File: src/rtl/nrtp_pkg.sv
`timescale 1ns / 1ps
// ----------------------------------------------------------------------------
// nrtp_pkg
// Shared constants, types and lookup functions for the RMC time parser.
// ----------------------------------------------------------------------------
package nrtp_pkg;

  localparam int LINE_MAX_DEFAULT = 80;

  localparam logic [7:0] CHAR_LF    = 8'h0a;
  localparam logic [7:0] CHAR_COMMA = 8'h2c;
  localparam logic [7:0] CHAR_ZERO  = 8'h30;
  localparam logic [7:0] CHAR_NINE  = 8'h39;
  localparam logic [7:0] CHAR_A     = 8'h41;

  localparam int HDR_LEN    = 7;
  localparam int DIGITS     = 6;
  localparam int FIELD_TIME = 1;
  localparam int FIELD_STAT = 2;
  localparam int FIELD_DATE = 9;

  // Days from 1970-01-01 to 2000-01-01.
  localparam logic [15:0] DAYS_TO_2000 = 16'd10957;

  // Everything the parser hands on about one finished sentence.
  typedef struct packed {
    logic            tv;
    logic            fix;
    logic            derr;
    logic [5:0][3:0] td;
    logic [5:0][3:0] dd;
  } nrtp_line_t;

  // Characters of the "$GNRMC," sentence header.
  function automatic logic [7:0] hdr_char(input logic [2:0] idx);
    logic [7:0] c;
    case (idx)
      3'd0:    c = 8'h24;
      3'd1:    c = 8'h47;
      3'd2:    c = 8'h4e;
      3'd3:    c = 8'h52;
      3'd4:    c = 8'h4d;
      3'd5:    c = 8'h43;
      3'd6:    c = 8'h2c;
      default: c = 8'h00;
    endcase
    return c;
  endfunction

  // Days before the first of a month, for a zero-based month index.
  function automatic logic [8:0] month_start(input logic [3:0] idx);
    logic [8:0] d;
    case (idx)
      4'd0:    d = 9'd0;
      4'd1:    d = 9'd31;
      4'd2:    d = 9'd59;
      4'd3:    d = 9'd90;
      4'd4:    d = 9'd120;
      4'd5:    d = 9'd151;
      4'd6:    d = 9'd181;
      4'd7:    d = 9'd212;
      4'd8:    d = 9'd243;
      4'd9:    d = 9'd273;
      4'd10:   d = 9'd304;
      4'd11:   d = 9'd334;
      default: d = 9'd0;
    endcase
    return d;
  endfunction

  // Two decimal digits to a binary value.
  function automatic logic [6:0] pair_val(input logic [3:0] hi, input logic [3:0] lo);
    return 7'({3'b0, hi} * 7'd10 + {3'b0, lo});
  endfunction

endpackage

File: src/rtl/nmea_rmc_time_parser.sv
`timescale 1ns / 1ps
// ----------------------------------------------------------------------------
// nmea_rmc_time_parser
// Frames NMEA text into lines and extracts UTC time, date and fix status
// from $GNRMC sentences, with seconds since 1970 for years 2000-2099.
// ----------------------------------------------------------------------------
// The block takes one received byte per clock cycle while in_stall is low. A
// line ends at a line feed or at byte LINE_MAX-1, which belongs to the line.
// Each line that starts with "$GNRMC," produces one result transaction; other
// lines produce none. A result passes the sentence parser, then a stage that
// converts digits to day count and second of day, then the epoch multiply-add.
// Stall on the output backs up through these three registers to in_stall, so
// bytes keep flowing while a finished result waits to be taken, until the
// sentence parser register holds one that cannot move on. Empty time fields
// give time_valid 0 and all-zero values; bad or short digit fields, or a
// month or day out of range, set format_error and force epoch_seconds to zero.
module nmea_rmc_time_parser #(
  parameter int LINE_MAX = nrtp_pkg::LINE_MAX_DEFAULT
) (
  input  logic        clk,
  input  logic        rst,
  input  logic        in_valid,
  output logic        in_stall,
  input  logic [7:0]  rx_byte,
  output logic        out_valid,
  input  logic        out_stall,
  output logic        time_valid,
  output logic        fix_valid,
  output logic [6:0]  hour,
  output logic [6:0]  minute,
  output logic [6:0]  second,
  output logic [6:0]  day,
  output logic [6:0]  month,
  output logic [6:0]  year,
  output logic [31:0] epoch_seconds,
  output logic        format_error
);
  import nrtp_pkg::*;

  localparam int POS_W = $clog2(LINE_MAX);

  typedef struct packed {
    logic missing;
    logic short_fld;
  } close_t;

  // Parser state.
  logic [POS_W-1:0] line_position, line_position_next;
  logic             header_match, header_match_next;
  logic [3:0]       field_count, field_count_next;
  logic [2:0]       char_in_field, char_in_field_next;
  logic [5:0][3:0]  time_digits, time_digits_next;
  logic [5:0][3:0]  date_digits, date_digits_next;
  logic             time_missing, time_missing_next;
  logic             digit_error, digit_error_next;
  logic             fix_flag, fix_flag_next;
  logic             status_seen, status_seen_next;
  logic             status_a, status_a_next;

  logic       line_end;
  logic       emit;
  logic       in_take;
  nrtp_line_t line_info;

  // Pipeline registers.
  logic       s1_valid;
  nrtp_line_t s1;
  logic       s2_valid;
  logic       s2_tv, s2_fix, s2_err;
  logic [6:0] s2_hh, s2_mi, s2_ss, s2_dd, s2_mo, s2_yy;
  logic [15:0] s2_days;
  logic [18:0] s2_sod;

  logic out_load, s2_load, s1_move;

  function automatic close_t close_check(input logic [3:0] fc, input logic [2:0] cif);
    close_t r;
    r.missing   = (fc == 4'(FIELD_TIME)) && (cif == 3'd0);
    r.short_fld = ((fc == 4'(FIELD_TIME)) && (cif != 3'd0) && (cif < 3'(DIGITS))) ||
                  ((fc == 4'(FIELD_DATE)) && (cif < 3'(DIGITS)));
    return r;
  endfunction

  function automatic logic is_digit(input logic [7:0] b);
    return (b >= CHAR_ZERO) && (b <= CHAR_NINE);
  endfunction

  // Handshake chain: each stage moves when the one after it has room.
  assign out_load = s2_valid && (!out_valid || !out_stall);
  assign s2_load  = s1_valid && (!s2_valid || out_load);
  assign s1_move  = s2_load;
  assign in_stall = s1_valid && !s1_move;
  assign in_take  = in_valid && !in_stall;

  always_comb begin
    close_t     c_comma;
    close_t     c_end;
    logic [3:0] nib;
    logic       bad;

    line_position_next = line_position;
    header_match_next  = header_match;
    field_count_next   = field_count;
    char_in_field_next = char_in_field;
    time_digits_next   = time_digits;
    date_digits_next   = date_digits;
    time_missing_next  = time_missing;
    digit_error_next   = digit_error;
    status_seen_next   = status_seen;
    status_a_next      = status_a;
    fix_flag_next      = fix_flag;

    c_comma = close_check(field_count, char_in_field);
    bad     = !is_digit(rx_byte);
    nib     = bad ? 4'd0 : rx_byte[3:0];

    line_end = (rx_byte == CHAR_LF) || (line_position >= POS_W'(LINE_MAX - 1));

    if (line_position < POS_W'(HDR_LEN)) begin
      if (rx_byte != hdr_char(line_position[2:0])) begin
        header_match_next = 1'b0;
      end
      if ((line_position == POS_W'(HDR_LEN - 1)) && header_match_next) begin
        field_count_next   = 4'(FIELD_TIME);
        char_in_field_next = 3'd0;
      end
    end else if (header_match) begin
      // The status letter is whatever byte opens field 2, even a delimiter.
      if ((field_count == 4'(FIELD_STAT)) && (char_in_field == 3'd0)) begin
        status_seen_next = 1'b1;
        status_a_next    = (rx_byte == CHAR_A);
      end
      if (rx_byte == CHAR_COMMA) begin
        if (c_comma.missing) begin
          time_missing_next = 1'b1;
        end
        if (c_comma.short_fld) begin
          digit_error_next = 1'b1;
        end
        if (field_count != 4'd15) begin
          field_count_next = field_count + 4'd1;
        end
        char_in_field_next = 3'd0;
      end else if (rx_byte != CHAR_LF) begin
        if (char_in_field < 3'(DIGITS)) begin
          if (field_count == 4'(FIELD_TIME)) begin
            time_digits_next[3'(DIGITS - 1) - char_in_field] = nib;
            if (bad) begin
              digit_error_next = 1'b1;
            end
          end else if (field_count == 4'(FIELD_DATE)) begin
            date_digits_next[3'(DIGITS - 1) - char_in_field] = nib;
            if (bad) begin
              digit_error_next = 1'b1;
            end
          end
        end
        if (char_in_field != 3'd7) begin
          char_in_field_next = char_in_field + 3'd1;
        end
      end
    end

    // Close the last field of the line.
    c_end = close_check(field_count_next, char_in_field_next);
    if (line_end) begin
      if (c_end.missing) begin
        time_missing_next = 1'b1;
      end
      if (c_end.short_fld || (field_count_next < 4'(FIELD_DATE))) begin
        digit_error_next = 1'b1;
      end
    end

    emit = line_end && header_match_next;

    line_info.tv   = !time_missing_next;
    line_info.derr = digit_error_next;
    line_info.td   = time_digits_next;
    line_info.dd   = date_digits_next;
    if (emit && !time_missing_next && status_seen_next) begin
      fix_flag_next = status_a_next;
    end
    line_info.fix  = fix_flag_next;

    if (!line_end) begin
      line_position_next = line_position + POS_W'(1);
    end
  end

  // Sentence parser state.
  always_ff @(posedge clk) begin
    if (rst) begin
      line_position <= '0;
      header_match  <= 1'b1;
      field_count   <= '0;
      char_in_field <= '0;
      time_digits   <= '0;
      date_digits   <= '0;
      time_missing  <= 1'b0;
      digit_error   <= 1'b0;
      status_seen   <= 1'b0;
      status_a      <= 1'b0;
      fix_flag      <= 1'b0;
    end else if (in_take) begin
      if (line_end) begin
        line_position <= '0;
        header_match  <= 1'b1;
        field_count   <= '0;
        char_in_field <= '0;
        time_digits   <= '0;
        date_digits   <= '0;
        time_missing  <= 1'b0;
        digit_error   <= 1'b0;
        status_seen   <= 1'b0;
        status_a      <= 1'b0;
        if (emit) begin
          fix_flag <= fix_flag_next;
        end
      end else begin
        line_position <= line_position_next;
        header_match  <= header_match_next;
        field_count   <= field_count_next;
        char_in_field <= char_in_field_next;
        time_digits   <= time_digits_next;
        date_digits   <= date_digits_next;
        time_missing  <= time_missing_next;
        digit_error   <= digit_error_next;
        status_seen   <= status_seen_next;
        status_a      <= status_a_next;
      end
    end
  end

  always_ff @(posedge clk) begin
    if (rst) begin
      s1_valid <= 1'b0;
    end else if (in_take && emit) begin
      s1_valid <= 1'b1;
    end else if (s1_move) begin
      s1_valid <= 1'b0;
    end
  end

  always_ff @(posedge clk) begin
    if (in_take && emit) begin
      s1 <= line_info;
    end
  end

  // Digit conversion, range check, day count and second of day.
  logic [6:0]  c_hh, c_mi, c_ss, c_dd, c_mo, c_yy;
  logic        c_err;
  logic [3:0]  c_midx;
  logic [15:0] c_days;
  logic [18:0] c_sod;
  logic [6:0]  c_yq;

  always_comb begin
    c_hh  = pair_val(s1.td[5], s1.td[4]);
    c_mi  = pair_val(s1.td[3], s1.td[2]);
    c_ss  = pair_val(s1.td[1], s1.td[0]);
    c_dd  = pair_val(s1.dd[5], s1.dd[4]);
    c_mo  = pair_val(s1.dd[3], s1.dd[2]);
    c_yy  = pair_val(s1.dd[1], s1.dd[0]);
    c_err = s1.derr || (c_mo < 7'd1) || (c_mo > 7'd12) || (c_dd < 7'd1) || (c_dd > 7'd31);
    c_midx = ((c_mo >= 7'd1) && (c_mo <= 7'd12)) ? 4'(c_mo - 7'd1) : 4'd0;
    c_yq  = (c_yy + 7'd3) >> 2;
    c_days = 16'(DAYS_TO_2000 + 16'({9'b0, c_yy} * 16'd365) + {9'b0, c_yq} +
                  {7'b0, month_start(c_midx)} +
                  {15'b0, (c_yy[1:0] == 2'b00) && (c_mo > 7'd2)} +
                  {9'b0, c_dd} - 16'd1);
    c_sod = 19'({12'b0, c_hh} * 19'd3600 + {12'b0, c_mi} * 19'd60 + {12'b0, c_ss});
  end

  always_ff @(posedge clk) begin
    if (rst) begin
      s2_valid <= 1'b0;
    end else if (s2_load) begin
      s2_valid <= 1'b1;
    end else if (out_load) begin
      s2_valid <= 1'b0;
    end
  end

  always_ff @(posedge clk) begin
    if (s2_load) begin
      s2_tv   <= s1.tv;
      s2_fix  <= s1.fix;
      s2_hh   <= s1.tv ? c_hh : 7'd0;
      s2_mi   <= s1.tv ? c_mi : 7'd0;
      s2_ss   <= s1.tv ? c_ss : 7'd0;
      s2_dd   <= s1.tv ? c_dd : 7'd0;
      s2_mo   <= s1.tv ? c_mo : 7'd0;
      s2_yy   <= s1.tv ? c_yy : 7'd0;
      s2_err  <= s1.tv && c_err;
      s2_days <= c_days;
      s2_sod  <= c_sod;
    end
  end

  // Output register with the epoch multiply-add.
  always_ff @(posedge clk) begin
    if (rst) begin
      out_valid <= 1'b0;
    end else if (out_load) begin
      out_valid <= 1'b1;
    end else if (!out_stall) begin
      out_valid <= 1'b0;
    end
  end

  always_ff @(posedge clk) begin
    if (out_load) begin
      time_valid    <= s2_tv;
      fix_valid     <= s2_fix;
      hour          <= s2_hh;
      minute        <= s2_mi;
      second        <= s2_ss;
      day           <= s2_dd;
      month         <= s2_mo;
      year          <= s2_yy;
      format_error  <= s2_err;
      epoch_seconds <= (s2_tv && !s2_err) ?
                       32'({16'b0, s2_days} * 32'd86400 + {13'b0, s2_sod}) : 32'd0;
    end
  end

endmodule
File: config.mk
export PLATFORM = sky130hd
export DESIGN_NAME = nmea_rmc_time_parser
export DESIGN_NICKNAME = d
export VERILOG_FILES = /design/src/rtl/nrtp_pkg.sv /design/src/rtl/nmea_rmc_time_parser.sv
export SDC_FILE = /design/constraint.sdc
export NUM_CORES = 1
export LEC_CHECK = 0
export BUFFER_PORTS_ARGS = -buffer_cell sky130_fd_sc_hd__buf_2
export CAP_MARGIN = 20
export CORE_MARGIN = 3
export CORE_UTILIZATION = 45
export DETAILED_ROUTE_END_ITERATION = 7
export RECOVER_POWER = 50
export SYNTH_ARGS = -nofsm -noshare
export SYNTH_HDL_FRONTEND = slang
export SYNTH_SLANG_ARGS = --single-unit
export TNS_END_PERCENT = 5
File: constraint.sdc
create_clock -name clk -period 7.44 [get_ports clk]
set_input_delay 0.744 -clock clk [delete_from_list [all_inputs] [get_ports clk]]
set_output_delay 0.744 -clock clk [all_outputs]
set_load 0.01 [all_outputs]
* Word level (Yosys, flattened, before mapping)
Memory sizes are Yosys's and may differ from the RTL's.
Cells that the tools add are included.
** Cells by class
- Eq/ne operators :: 20
- Multipliers :: 10
- $lt $le $gt $ge :: 16
- Reduce and logical (&&, ||, !) cells :: 50
- Multiplexer cells :: 75
- Add/sub/neg operators :: 21
** Operators by type and width (count)
- two-way mux 24 bit :: 15
- case mux 7 bit (7 select lines) :: 1
- bitwise mux 24 bit :: 2
- adder 7 x 4 -> 7 bit :: 6
- two-way mux 1 bit :: 38
- multiplier 4 x 3 -> 6 bit, second input constant :: 6
- two-way mux 4 bit :: 9
- adder 32 x 19 -> 32 bit :: 1
- multiplier 16 x 10 -> 25 bit, second input constant :: 1
- logical AND 1 bit :: 24
- two-way mux 3 bit :: 7
- adder 19 x 13 -> 19 bit :: 1
- adder 19 x 7 -> 19 bit :: 1
- adder 14 x 16 -> 16 bit, first input constant :: 1
- adder 16 x 1 -> 16 bit :: 1
- adder 16 x 5 -> 16 bit :: 1
- adder 16 x 7 -> 16 bit :: 1
- adder 16 x 9 -> 16 bit :: 1
- multiplier 7 x 9 -> 16 bit, second input constant :: 1
- subtractor 16 x 1 -> 16 bit, second input constant :: 1
- multiplier 7 x 8 -> 15 bit, second input constant :: 1
- < comparator 7 x 1 -> 1 bit, second input constant :: 2
- demux 4 bit (select 3 bit) :: 1
- multiplier 7 x 4 -> 11 bit, second input constant :: 1
- other kinds (43) :: 68
** Word-level totals
- Logic and storage cells :: 253
- Output and inout bits :: 79
- Flip-flop bits (word level) :: 279
- Memories kept :: 1
- Bits of input ports :: 12
- Bits in read-only memories :: 144
** Memories
- (no name shown) :: words 16, width 9, rd ports 1, clocked after memory_dff 0, write ports 0, line nrtp_pkg.sv:53 : case (idx)

* Logic depth before layout (Yosys ltp)
- Word-level depth :: 17
- Gate-level depth with buffers :: 31
- Mapped depth without buffers :: 30

* Least setup slack after synthesis
OpenSTA, ideal clock, no wires.
- Path type :: register -> register
- Start :: register s1[13] in the netlist's numbering
- End :: register s2_days[14], data pin
- Arrival time :: 7.126 ns
- Buffers on the path :: 1
- Path slack :: 0.048 ns
- Clock period less this slack :: 7.392 ns
- Stages on the path, launching flop included :: 32
- Library setup time :: 0.266 ns
- Required time :: 7.174 ns
- Cell sequence :: edfxtp_1 > ha_1 > ha_1 > fa_1 > xor2_1 > and3_1 > o21ai_0 > o41ai_1 > o31a_1 > o21ai_0 > clkbuf_1 > or2_2 > inv_1 > ha_1 > a2bb2oi_1 > fa_1 > inv_1 > fa_1 > fa_1 > fa_1 > inv_1 > fa_1 > inv_1 > ha_1 > a21oi_1 > o21bai_1 > a21oi_1 > nor2b_1 > o2111ai_1 > nand3_1 > o41ai_1 > xnor2_1
** On the way
- Longest elaborated chain between the ends :: 10
- Elaborated cells on any way between the ends :: 14
- Classes of those cells :: add/sub (6); mul (1); order compare (3); mux (1); reduce/logical (2); memory (1)
** RTL lines
- start, declared :: line nmea_rmc_time_parser.sv:67 : nrtp_line_t s1;
- start signal, assigned :: line nmea_rmc_time_parser.sv:247 : s1 <= line_info;
- multiplier 4 x 3 -> 6 bit * :: line nrtp_pkg.sv:73 : return 7'({3'b0, hi} * 7'd10 + {3'b0, lo});
- adder 7 x 4 -> 7 bit * :: line nrtp_pkg.sv:73
- greater-or-equal comparator 7 x 1 -> 1 bit / less-or-equal comparator 7 x 4 -> 1 bit (equally long branches) :: line nmea_rmc_time_parser.sv:267 : c_midx = ((c_mo >= 7'd1) && (c_mo <= 7'd12)) ? 4'(c_mo - 7'd1) : 4'd0;
- logical AND 1 bit :: line nmea_rmc_time_parser.sv:267
- two-way mux 4 bit :: line nmea_rmc_time_parser.sv:267
- memory read (16 x 9 bit)
- adder 16 x 9 -> 16 bit :: line nmea_rmc_time_parser.sv:269 : c_days = 16'(DAYS_TO_2000 + 16'({9'b0, c_yy} * 16'd365) + {9'b0, c_yq} +
- adder 16 x 1 -> 16 bit * :: line nmea_rmc_time_parser.sv:270 : {7'b0, month_start(c_midx)} +
- adder 16 x 7 -> 16 bit * :: line nmea_rmc_time_parser.sv:271 : {15'b0, (c_yy[1:0] == 2'b00) && (c_mo > 7'd2)} +
- subtractor 16 x 1 -> 16 bit * :: line nmea_rmc_time_parser.sv:272 : {9'b0, c_dd} - 16'd1);
- net c_days[14] :: line nmea_rmc_time_parser.sv:255 : logic [15:0] c_days;
- end signal, assigned :: line nmea_rmc_time_parser.sv:297 : s2_days <= c_days;
- end, declared :: line nmea_rmc_time_parser.sv:71 : logic [15:0] s2_days;
Mark *: on every way through the listed nets, which the timed path passes. The rest lies on a longest branch.
A chain may end at the register's enable or synchronous reset.

* Final worst setup path
Same ends and word-level chain as after synthesis.

==> flow_metrics.py <==
metrics = {
    "power": {
        "power.leakage_nw": 9.592,
        "pwr-share-comb": 0.016,
        "pwr-share-seq": 0.501,
        "p_clk_frac": 0.484,
        "total_power_mw": 3.305,
        "p_per_area_nw_per_um2": 147.2,
        "p_switching_mw": 0.6916,
        "ir_worst_vdd_v": 0.0001326,
        "p_int_mw": 2.613,
        "switching_share": 0.2093,
    },
    "worst_setup_path": {
        "crit_type": "reg2reg",
        "critPathCaptureType": "register",
        "reg2regPathDepth": 29,
        "r2r-start": "s1[13]$_DFFE_PP_",
        "worst_path_dominant_cell_family": "adder cells",
        "required_ps": 7720,
        "critical_path.slowest_cell": "fa_1",
        "reg2reg_slack_ps": 270,
        "start_kind": "register",
        "slowest_delay_ps": 540,
        "worstPathArrival_ps": 7450,
        "cp_max_fo": 10,
        "r2r_end": "s2_days[14]$_DFFE_PP_",
        "path_buf_inv": 4,
        "critPathMostFrequentCell": "fa_1",
    },
    "synthesis": {
        "postSynthAreaPerCell_sq_um": 10.60,
        "yosysSeqAreaShare": 0.3790,
        "yosysTopAreaCell": "edfxtp_1",
        "synth-seq-cells": 279,
        "syn_inst": 1909,
        "ys_async_sr_fraction": 0,
        "yosysWarnings": 0,
        "synth_area_leaders": "edfxtp_1 (31%), ha_1 (17%), fa_1 (10%)",
        "syn_nets": 2301,
        "synth_enable_flop_cells": 208,
        "synth_cell_types": 77,
        "syn_area_sq_um": 20230,
        "synth_top_area_share": 0.3087,
        "synth_ff_type": "edfxtp_1",
    },
    "min_path": {
        "min_from": "s2_dd[0]$_SDFFCE_PN0P_",
        "min_path_cells": 0,
        "hold_path.class": "reg2reg",
        "hold_end": "day[0]$_DFFE_PP_",
    },
    "clock_network": {
        "cts_htree_levels": 2,
        "cts_tree": "yes",
        "cts_buffer_depth": 3,
        "cts_root_buffer": "clkbuf_16",
        "cts_buffers": 34,
        "clk_latency_ps": 550,
        "path_clk_slew_ps": 60,
        "clock_sinks": 279,
    },
    "grt": {
        "overflow": 0,
        "grt_pass1_wl_mm": 70.35,
        "grt_usage": 0.1831,
        "first_global_vias": 13850,
        "antenna_found_initial": 0,
        "grt_util_met1": 0.2380,
        "grt_max_degree": 75,
        "use_met2": 0.3184,
        "gr-max-usage-layer": "met2",
        "grt_use_met3": 0.02787,
    },
    "sta": {
        "period_minus_slack_ps": 7174,
        "hold_viol": 0,
        "maxSlewHeadroom": -1.759,
        "setup_viol": 0,
        "worstMarginPinSlew_ps": 4139,
        "fmax_mhz": 139.4,
        "period_share": 0.9642,
        "finalMaxSlewViolations": 209,
        "setup_tns_ps": 0,
        "fin_skew_ps": 30.55,
    },
    "routing": {
        "vias_per_cell": 5.261,
        "wl_mm": 43.15,
        "drcViolationCount": 0,
        "vias": 13830,
        "ant_nets": 0,
        "drtIter0Drc": 718,
        "post_drt_wl_per_cell_um": 16.41,
        "drt-pass1-iter-count": 5,
    },
    "floorplanning": {
        "rows": 77,
        "initial_core_util": 0.4565,
        "die_h_um": 218.0,
        "die-area_sq_um": 47540,
        "top_level_ports": 91,
        "die_x_um": 218.0,
        "fp.coreArea_sq_um": 44320,
    },
    "run_status": {
        "run_status": "finished, violations left",
        "violations": "max-capacitance violations, max-slew violations",
    },
    "final_layout": {
        "antenna_cells": 0,
        "regArea_sq_um": 7667,
        "synthToLayoutAreaGrowth_pct": 10.97,
        "final_cell_mix": "ha_1 (277), inv_1 (226), edfxtp_1 (208)",
        "post-route-util": 0.5066,
        "drive_gt1_frac": 0.07069,
        "final_common_cell": "ha_1",
        "final_nets": 2405,
        "nFillCells": 4072,
        "multi_input_area_sq_um": 11620,
    },
    "run": {
        "maxCapViolations": 4,
    },
    "placement": {
        "port_buffers": 90,
        "dp_hpwl_mm": 33.09,
        "routabilityCongestion": 0.8522,
    },
}
metrics by stage:
| stage | area [sq um] | hold WS, ps | setup slack (ps) | instances |
|---|---|---|---|---|
| global route | 22450 | 418.7 | -35.25 | 2629 |
| detailed placement | 21390 | 404.5 | -83.08 | 2563 |
| finish | 22450 | 415.5 | 266.1 | 2629 |
| global placement | 21390 | 402.8 | 57.30 | 2563 |
| floorplan | 20230 | 400.3 | 47.63 | 1909 |
| CTS | 22500 | 416.4 | 33.87 | 2623 |
state kept, by name, summed over array words and instances (netlist names), 16 cells and up:
name	flops
time_digits	24
s1	51
s2_sod	19
date_digits	24
s2_days	16
epoch_seconds	32
cell families (layout without fill, tap and decap cells):
| kind of cell | after synthesis | in the layout | share of synthesized area |
|---|---|---|---|
| XOR/XNOR | 126 | 126 | 0.05455 |
| multiplexers | 29 | 29 | 0.01602 |
| AND/OR/NAND/NOR | 482 | 482 | 0.1170 |
| flip-flops | 279 | 279 | 0.3790 |
| adder cells (fa/ha/maj) | 380 | 380 | 0.2725 |
| AO/OA/AOI/OAI | 342 | 342 | 0.1102 |
| buffers and inverters | 271 | 399 | 0.05077 |
Yosys cell counts, types with 12 or more instances:
library cell and n:
a21o_1 28, inv_1 227, nor3_1 27, o21ai_0 74, a21oi_1 84, xor2_1 42
nand2b_1 18, and2_1 41, and3_1 12, xnor2_1 84, clkbuf_1 41, edfxtp_1 208
a22oi_1 58, nor2_1 191, mux2_2 26, nand3_1 21, nor2b_1 23, nand2_1 82
dfxtp_1 71, fa_1 101, ha_1 279
layout make-up:
type	instances	area share
Timing Repair Buffer	112	0.02207
Multi-Input combinational cell	1359	0.5175
Inverter	227	0.03795
Tap cell	592	0.03299
Clock buffer	43	0.04079
Clock inverter	17	0.007189
Sequential cell	279	0.3415
worst register-to-register path, delay by kind of cell, from the launching register on:
kind,cells,cell delay [ps]
fa+ha+maj,9,3650
compound gates,11,1780
flops,1,400
simple gates,3,400
xor+xnor,2,350
buf+inv,4,340
layer usage:
metal,routed length [um],vias to the layer above
met1,19520,6662
li1,-,6880
met3,1789,50
met4,791,0
met5,0,-
met2,21060,240
power by group through the flow:
stage | Clock [mW] | Combinational, mW | Sequential [mW]
finish | 1.60 | 0.0517 | 1.65
global route | 1.71 | 0.0578 | 1.65
CTS | 1.65 | 0.0522 | 1.65
detailed placement | 0 | 0.0521 | 1.69
global placement | 0 | 0.0512 | 1.69
floorplan | 0 | 0.0358 | 1.69
how the worst max path moves through the flow:
stage | slack (ps) | cells after the start | end | from
after floorplan | 50 | 31 | s2_days[14]$_DFFE_PP_ | s1[13]$_DFFE_PP_
after CTS | 30 | 30 | s2_days[14]$_DFFE_PP_ | s1[15]$_DFFE_PP_
final | 270 | 29 | s2_days[14]$_DFFE_PP_ | s1[13]$_DFFE_PP_
after detailed placement | -80 | 30 | s2_days[14]$_DFFE_PP_ | s1[15]$_DFFE_PP_
after global routing | -40 | 30 | s2_days[14]$_DFFE_PP_ | s1[13]$_DFFE_PP_
after global placement | 60 | 30 | s2_days[14]$_DFFE_PP_ | s1[13]$_DFFE_PP_
what timing repair did:
item                                    CTS  global route
endpoints found under the hold margin     0             0
endpoints found under the setup margin    2             3
setup buffers                             0             3
hold buffers                              0             0
resized for setup                         5            12
pin swaps                                 1            10
(Power assumes the default switching activity.)
